$ cat src/rtl/chm_pkg.sv
`default_nettype none
// ----------------------------------------------------------------------------
// chm_pkg
// Shared types and constants of the cuckoo hash map.
// ----------------------------------------------------------------------------
package chm_pkg;

    localparam logic [63:0] MIX_ADD  = 64'h9e3779b97f4a7c15;
    localparam logic [63:0] MIX_MUL1 = 64'hbf58476d1ce4e5b9;
    localparam logic [63:0] MIX_MUL2 = 64'h94d049bb133111eb;
    localparam int unsigned MIX_SH1  = 30;
    localparam int unsigned MIX_SH2  = 27;
    localparam int unsigned MIX_SH3  = 31;
    localparam logic [63:0] EMPTY_KEY = 64'hffff_ffff_ffff_ffff;

    typedef enum logic [1:0] {
        FUNC_LOOKUP = 2'd0,
        FUNC_SET    = 2'd1,
        FUNC_ERASE  = 2'd2,
        FUNC_CLEAR  = 2'd3
    } func_t;

    typedef enum logic [1:0] {
        STAT_OK       = 2'd0,
        STAT_OVERFLOW = 2'd1,
        STAT_REJECT   = 2'd2
    } status_t;

    typedef enum logic [3:0] {
        HS_IDLE,
        HS_MIX1,
        HS_M1A,
        HS_M1B,
        HS_M1C,
        HS_MIX2,
        HS_M2A,
        HS_M2B,
        HS_M2C,
        HS_FIN
    } hash_state_t;

    typedef enum logic [3:0] {
        ST_CLR,
        ST_IDLE,
        ST_HASH,
        ST_RDA,
        ST_RDB,
        ST_CHK,
        ST_PLACE,
        ST_KHASH,
        ST_KRD,
        ST_KWAIT
    } map_state_t;

endpackage
`default_nettype wire

$ cat src/rtl/chm_hash.sv
`default_nettype none
// ----------------------------------------------------------------------------
// chm_hash
// Multi-cycle 64-bit mix finalizer; each 64x64 product is built from three
// 32x32 partial products on one shared multiplier.
// ----------------------------------------------------------------------------
module chm_hash (
    input  wire logic        clk,
    input  wire logic        rst_n,
    input  wire logic        start,
    input  wire logic [63:0] key,
    input  wire logic [63:0] seed,
    output logic             done,
    output logic [63:0]      hash
);

    chm_pkg::hash_state_t state_reg, state_next;
    logic [63:0] x_reg, x_next;
    logic [63:0] acc_reg, acc_next;
    logic [63:0] hash_reg, hash_next;
    logic        done_reg, done_next;
    logic [31:0] mul_a, mul_b;
    logic [63:0] prod;

    assign prod = mul_a * mul_b;
    assign done = done_reg;
    assign hash = hash_reg;

    always_ff @(posedge clk or negedge rst_n)
    begin
        if (!rst_n)
        begin
            state_reg <= chm_pkg::HS_IDLE;
            done_reg  <= 1'b0;
        end
        else
        begin
            state_reg <= state_next;
            done_reg  <= done_next;
        end
    end

    always_ff @(posedge clk)
    begin
        x_reg    <= x_next;
        acc_reg  <= acc_next;
        hash_reg <= hash_next;
    end

    always_comb
    begin
        state_next = state_reg;
        x_next     = x_reg;
        acc_next   = acc_reg;
        hash_next  = hash_reg;
        done_next  = 1'b0;
        mul_a      = x_reg[31:0];
        mul_b      = chm_pkg::MIX_MUL1[31:0];
        case (state_reg)
            chm_pkg::HS_IDLE:
            begin
                if (start)
                begin
                    x_next     = key + chm_pkg::MIX_ADD;
                    state_next = chm_pkg::HS_MIX1;
                end
            end
            chm_pkg::HS_MIX1:
            begin
                x_next     = x_reg ^ (x_reg >> chm_pkg::MIX_SH1);
                state_next = chm_pkg::HS_M1A;
            end
            chm_pkg::HS_M1A:
            begin
                acc_next   = prod;
                state_next = chm_pkg::HS_M1B;
            end
            chm_pkg::HS_M1B:
            begin
                mul_b             = chm_pkg::MIX_MUL1[63:32];
                acc_next[63:32]   = acc_reg[63:32] + prod[31:0];
                state_next        = chm_pkg::HS_M1C;
            end
            chm_pkg::HS_M1C:
            begin
                mul_a             = x_reg[63:32];
                acc_next[63:32]   = acc_reg[63:32] + prod[31:0];
                state_next        = chm_pkg::HS_MIX2;
            end
            chm_pkg::HS_MIX2:
            begin
                x_next     = acc_reg ^ (acc_reg >> chm_pkg::MIX_SH2);
                state_next = chm_pkg::HS_M2A;
            end
            chm_pkg::HS_M2A:
            begin
                mul_b      = chm_pkg::MIX_MUL2[31:0];
                acc_next   = prod;
                state_next = chm_pkg::HS_M2B;
            end
            chm_pkg::HS_M2B:
            begin
                mul_b             = chm_pkg::MIX_MUL2[63:32];
                acc_next[63:32]   = acc_reg[63:32] + prod[31:0];
                state_next        = chm_pkg::HS_M2C;
            end
            chm_pkg::HS_M2C:
            begin
                mul_a             = x_reg[63:32];
                mul_b             = chm_pkg::MIX_MUL2[31:0];
                acc_next[63:32]   = acc_reg[63:32] + prod[31:0];
                state_next        = chm_pkg::HS_FIN;
            end
            chm_pkg::HS_FIN:
            begin
                hash_next  = acc_reg ^ (acc_reg >> chm_pkg::MIX_SH3) ^ seed;
                done_next  = 1'b1;
                state_next = chm_pkg::HS_IDLE;
            end
            default:
            begin
                state_next = chm_pkg::HS_IDLE;
            end
        endcase
    end

endmodule
`default_nettype wire

$ cat config.mk
export PLATFORM = sky130hd
export DESIGN_NAME = chm_hash
export DESIGN_NICKNAME = d
export VERILOG_FILES = /design/src/rtl/chm_pkg.sv /design/src/rtl/chm_hash.sv
export SDC_FILE = /design/constraint.sdc
export NUM_CORES = 2
export LEC_CHECK = 0
export BUFFER_PORTS_ARGS = -buffer_cell sky130_fd_sc_hd__clkbuf_2
export CAP_MARGIN = 20
export CORE_UTILIZATION = 35
export CTS_BUF_LIST = sky130_fd_sc_hd__clkbuf_8
export DETAILED_ROUTE_END_ITERATION = 6
export GPL_TIMING_DRIVEN = 1
export PLACE_DENSITY = 0.61
export SLEW_MARGIN = 10
export SYNTH_ARGS = -nofsm -noshare
export SYNTH_HDL_FRONTEND = slang
export SYNTH_SLANG_ARGS = --single-unit
$ cat constraint.sdc
create_clock -name clk -period 14.2 [get_ports clk]
set_input_delay 1.42 -clock clk [delete_from_list [all_inputs] [get_ports clk]]
set_output_delay 1.42 -clock clk [all_outputs]
set_load 0.1 [all_outputs]
* After elaboration in Yosys (flattened, before gate mapping)
Cells that the tools add are included.
W data, S select, Z words.
** Word-level totals
- Register bits :: 197
- Latch bits :: 0
- RAM bits :: 0
- Memory bits (read-only) :: 0
- Input port bits :: 131
- Output and inout bits :: 65
- Logic and storage cells :: 39
- Memories :: 0
** Operators by class
- $add $sub $neg :: 2
- $mul :: 1
- Div/mod/pow operators :: 0
- Magnitude comparators :: 0
- Eq/ne operators :: 10
- Shift operators :: 0
- Mux-type cells :: 8
- Bitwise logic cells :: 4
- Reduce and logical (&&, ||, !) cells :: 8
** Operators by type and width (number)
- $pmux W64 S3 :: 1
- $pmux W32 S3 :: 1
- $add A64 B64 Y64 const B :: 1
- $mul A32 B32 Y64 :: 1
- $mux W64 :: 1
- $pmux W32 S2 :: 1
- $xor A64 B33 Y64 :: 1
- $xor A64 B34 Y64 :: 1
- $xor A64 B37 Y64 :: 1
- $xor A64 B64 Y64 :: 1
- $pmux W4 S9 :: 1
- $add A32 B32 Y32 :: 1
- $mux W32 :: 1
- $eq A4 B3 Y1 const B :: 4
- $eq A4 B2 Y1 const B :: 2
- $eq A4 B4 Y1 const B :: 2
- $reduce_or A2 Y1 :: 3
- $eq A4 B1 Y1 const B :: 1
- $logic_not A4 Y1 :: 1
- $mux W4 :: 1
- $reduce_or A4 Y1 :: 1
- $reduce_bool A3 Y1 :: 1
- $ne A2 B2 Y1 const B :: 1
- $reduce_and A2 Y1 :: 1
- 2 further kinds :: 2

* Longest topological paths before layout
- Word-level depth :: 6
- Gate-level depth with buffers :: 44
- Mapped depth without buffers :: 40

* Least setup slack after synthesis
No wires, ideal clock.
- Path type :: register to register
- Start point :: register state_reg[2]
- End point :: register acc_reg[63] (data pin)
- Arrival :: 9.511 ns
- Required time :: 13.934 ns
- Setup slack :: 4.423 ns
- Stages on the path, launching flop included :: 43
- Clock period less this slack :: 9.777 ns
- Cell sequence :: dfrtp_1 buf_4 xnor2_1 or3_1 buf_2 buf_4 mux2_2 inv_1 nor2_1 nand2_1 inv_1 nor2_1 fa_1 inv_1 fa_1 fa_1 inv_1 fa_1 [7 not listed] fa_1 inv_1 ha_1 buf_2 nand4_1 o31a_1 o21bai_1 xor2_1 ha_1 and4_1 and2_1 o31ai_1 o211ai_1 a21o_1 a31oi_1 o21ai_0 xnor2_1 mux2i_1
** On the way
- Longest elaborated chain between the ends :: 6
- Elaborated cells on any way between the ends :: 15
- Those cells by class :: add/sub (1); mul (1); eq/ne (6); mux (3); reduce/logical (4)
** RTL lines
- from (decl) :: RTL line chm_hash.sv:17 : chm_pkg::hash_state_t state_reg, state_next;
- from (signal assigned) :: RTL line chm_hash.sv:33 : state_reg <= chm_pkg::HS_IDLE;
- from (signal assigned) :: RTL line chm_hash.sv:38 : state_reg <= state_next;
- $eq A4 B4 Y1 / $eq A4 B3 Y1 (equally long branches) :: RTL line chm_hash.sv:59 : case (state_reg)
- $reduce_or A2 Y1 (no source line)
- $pmux W32 S3 / $mux W32 (equally long branches) :: RTL line chm_hash.sv:59
- $mul A32 B32 Y64 (*) :: RTL line chm_hash.sv:25 : assign prod = mul_a * mul_b;
- net prod[24] :: RTL line chm_hash.sv:23 : logic [63:0] prod;
- $add A32 B32 Y32 (*)
- $pmux W32 S2 (*) :: RTL line chm_hash.sv:59
- net acc_next[63] :: RTL line chm_hash.sv:19 : logic [63:0] acc_reg, acc_next;
- to (signal assigned) :: RTL line chm_hash.sv:46 : acc_reg <= acc_next;
- to (decl) :: RTL line chm_hash.sv:19
The timed path passes the listed nets; every way through them passes the cells marked *.
A chain may end at the register's enable or synchronous reset.

* Worst setup path in the final report
- Start point :: register state_reg[3]
- End point :: register acc_reg[63] (data pin)
The elaborated chain is that of the path after synthesis.

==> results by group <==
Placed design
  – DPL Wire Length: 125000 microns
  – Port Buf Inserts: 195
  – GPL Wtd Cong: 1.01

STA
  – Fin. max-slew vios: 0
  – RSZ-0062 raised after global routing: false
  – Least-Margin Pin Slew: 1100 ps
  – Minimum clock period: 12060 ps
  – Setup-failing EPs final: 0
  – Clock Skew: 28.8 ps
  – Final period utilization: 84.9%
  – Relative slew slack: 26.4%
  – Hold Fails Final Rpt: 0
  – FMAX: 82.9 MHz
  – Final TNS setup: 0 ps

Route
  – First-pass detailed-route iteration total: 5
  – Via Count: 30.7k
  – WL/cell: 24.7 microns
  – Drc violations: 0
  – Total wire length: 144000 microns
  – Final ANT Viol Nets: 0
  – DR iter-0 viols: 3107
  – Routed vias/inst: 5.26

Logic synthesis
  – Post-synth EDFFs: 192
  – Syn Nets: 5490
  – Post-synthesis compound-gate area fraction: 8.31%
  – Synth Cell Area: 41300 sq um
  – Prevailing post-synth register cell: edfxtp_1
  – Sequential-to-total area share from yosys stat: 14.3%
  – Ys Warns: 0
  – Mux cell area share after synthesis: 0.991%
  – Simple-gate share of the synthesized area: 8.57%
  – Number of standard cells after synthesis: 4171
  – Synth async-reset ratio: 2.54%
  – Synthesized flop and latch total: 197
  – Count of cell types in the netlist: 85
  – Largest family of logic cells by synthesized area: adder cells
  – XOR/XNOR share of the synthesized area: 6.74%
  – Post-synthesis adder-cell area fraction: 51.1%
  – Synthesized area per cell: 9.90 sq um

Floorplan
  – Die Wd: 345 microns
  – Initial Util: 35.4%
  – I/O Pins: 196
  – DIE AREA: 119000 sq um
  – FP Rows: 125
  – Die Ht: 345 microns
  – Core ar.: 117000 sq um

Global route
  – GRT Residual Overflow: 0
  – Largest net degree at the start of global routing: 81
  – First-pass GRT wire length: 213000 microns
  – Gr usage total: 24.4%
  – Initial antenna violation count: 1
  – Vias in the first global route: 31.6k

CTS
  – Root Buffer: clkbuf_8
  – CTS-repair resized insts: 0
  – Hold-fix buffers at CTS: 0
  – CTS tree: built
  – TritonCTS buffer count: 17
  – Worst-skew pair later-pin latency: 520 ps
  – Sink Count: 197
  – Clock tree buffer depth: 2
  – Max H-tree Level: 4
  – Setup Buffers After CTS: 0
  – Worst-path clk slew: 140 ps

Setup path
  – Arr. time, crit path: 12340 ps
  – Worst Reg-to-Reg Cells: 39
  – CP Max Fanout: 27
  – Worst setup EP type: register
  – R2r endpoint: acc_reg[63]$_DFFE_PP_
  – Worst EP required: 14480 ps
  – Critical Path Source Type: register
  – R2R Path Start: state_reg[3]$_DFFE_PN0P_
  – CP peak stage delay: 680 ps
  – Crit path capture: acc_reg[63]$_DFFE_PP_
  – Most frequent CP cell: fa_1
  – Slack of the worst reg-to-reg path: 2140 ps
  – Critical path class: register to register
  – CP Launch Point: state_reg[3]$_DFFE_PN0P_
  – Slowest-stage cell, CP: dfrtp_1

Layout
  – Layout area overhead: 7.60%
  – Share of layout cells above drive strength 1: 8.20%
  – Fill cell count: 11.7k
  – Most frequent cells in the layout: 946 x inv_1, 828 x fa_1, 360 x ha_1
  – Multi-input gate area: 31300 sq um
  – Final nets: 5613
  – Storage cell area: 5890 sq um
  – Commonest non-fill, non-tap cell in the layout: inv_1

Outcome
  – Outcome: finished, final reports clean

Job
  – Max-cap violation count: 0

Min path
  – Min-Delay Path Class: register to register
critical path, delay by kind of cell, from the launching register on:
| kind | cells | cell delay, ps |
|---|---|---|
| adders and majority gates | 10 | 4360 |
| AOI/OAI and AO/OA | 10 | 2130 |
| and+or+nand+nor | 6 | 2020 |
| buffers and inverters | 8 | 1430 |
| DFF | 1 | 680 |
| muxes | 2 | 610 |
| xor gates and xnor gates | 3 | 540 |
per-stage QoR:
stage	instances	hold slack (ps)	setup slack [ps]	area (sq um)	utilization [%]
after floorplan	4171	645	4420	41300	-
after global placement	5797	681	2240	44000	37.8
after detailed placement	5798	691	2310	44000	37.8
after CTS	5830	693	2260	44400	38.1
after global routing	5831	685	1540	44400	38.1
final	5832	698	2140	44400	38.1
Yosys cell counts (6+ instances only):
| cell | n | share of area (%) |
|---|---|---|
| nand2b_1 | 15 | 0.23 |
| xnor2_1 | 185 | 3.9 |
| o31ai_1 | 10 | 0.18 |
| o21ai_1 | 14 | 0.17 |
| a211oi_1 | 37 | 0.67 |
| or3_1 | 11 | 0.17 |
| nand3_1 | 63 | 0.76 |
| mux2i_1 | 12 | 0.29 |
| o21bai_1 | 15 | 0.27 |
| clkbuf_1 | 98 | 0.89 |
| fa_1 | 828 | 40 |
| o21ai_2 | 6 | 0.13 |
| and3_1 | 12 | 0.18 |
| clkinv_1 | 10 | 0.091 |
| ha_1 | 360 | 11 |
| mux2_2 | 20 | 0.55 |
| inv_1 | 946 | 8.6 |
| xor2_1 | 131 | 2.8 |
| o21ai_0 | 103 | 1.2 |
| a31oi_1 | 23 | 0.35 |
| nor2b_1 | 14 | 0.21 |
| nand3b_1 | 7 | 0.13 |
| nor3_1 | 32 | 0.39 |
| and4_1 | 7 | 0.15 |
| o211ai_1 | 24 | 0.44 |
| a21oi_1 | 190 | 2.3 |
| nor2_1 | 344 | 3.1 |
| and2_1 | 8 | 0.12 |
| nor4_1 | 12 | 0.18 |
| buf_2 | 23 | 0.28 |
| o21a_1 | 11 | 0.20 |
| edfxtp_1 | 192 | 14 |
| nand4_1 | 22 | 0.33 |
| nand2_1 | 217 | 2.0 |
| buf_1 | 11 | 0.10 |
| a21o_1 | 60 | 1.1 |
| or2_2 | 8 | 0.12 |
metal layers:
metal  routed length, microns  vias to the layer above  track usage [%]  part of all wire, %
met5                       11                        -                0               0.0076
met4                     6020                        2             8.45                  4.2
met3                    13000                      260             4.45                  9.0
met2                    65800                     1457             38.2                   46
met1                    59500                    15700             33.8                   41
li1                         -                    13300                -                    -
cells by family (layout without fill, tap and decap cells):
family	Yosys count	in the layout
adder cells (fa/ha/maj)	1188	1188
buffers and inverters	1095	1231
AND/OR/NAND/NOR	792	792
AO/OA/AOI/OAI	546	546
XOR/XNOR	317	317
flip-flops	197	197
multiplexers	36	36
other	0	1
worst min path at each step:
stage                              to                   from  depth (start not counted)  slack, ps
floorplan           hash[0]$_DFFE_PP_  acc_reg[31]$_DFFE_PP_                          1        650
global placement    hash[1]$_DFFE_PP_   acc_reg[1]$_DFFE_PP_                          2        680
detailed placement  hash[4]$_DFFE_PP_   acc_reg[4]$_DFFE_PP_                          2        690
CTS                    done$_DFF_PN0_                  rst_n                          1        690
global route           done$_DFF_PN0_                  rst_n                          1        680
finish              hash[4]$_DFFE_PP_   acc_reg[4]$_DFFE_PP_                          2        700
layout make-up:
cell class | instances | area share, %
Inverter | 960 | 8.11
Multi-Input combinational cell | 2879 | 70.4
Tap cell | 1524 | 4.29
Antenna cell | 1 | 0.00563
Timing Repair Buffer | 239 | 2.94
Sequential cell | 197 | 13.3
Clock buffer | 17 | 0.527
Clock inverter | 15 | 0.417
Power is left out: the tool's default activity adds up to more than one toggle a clock period on the data nets, which glitch-free logic cannot reach.
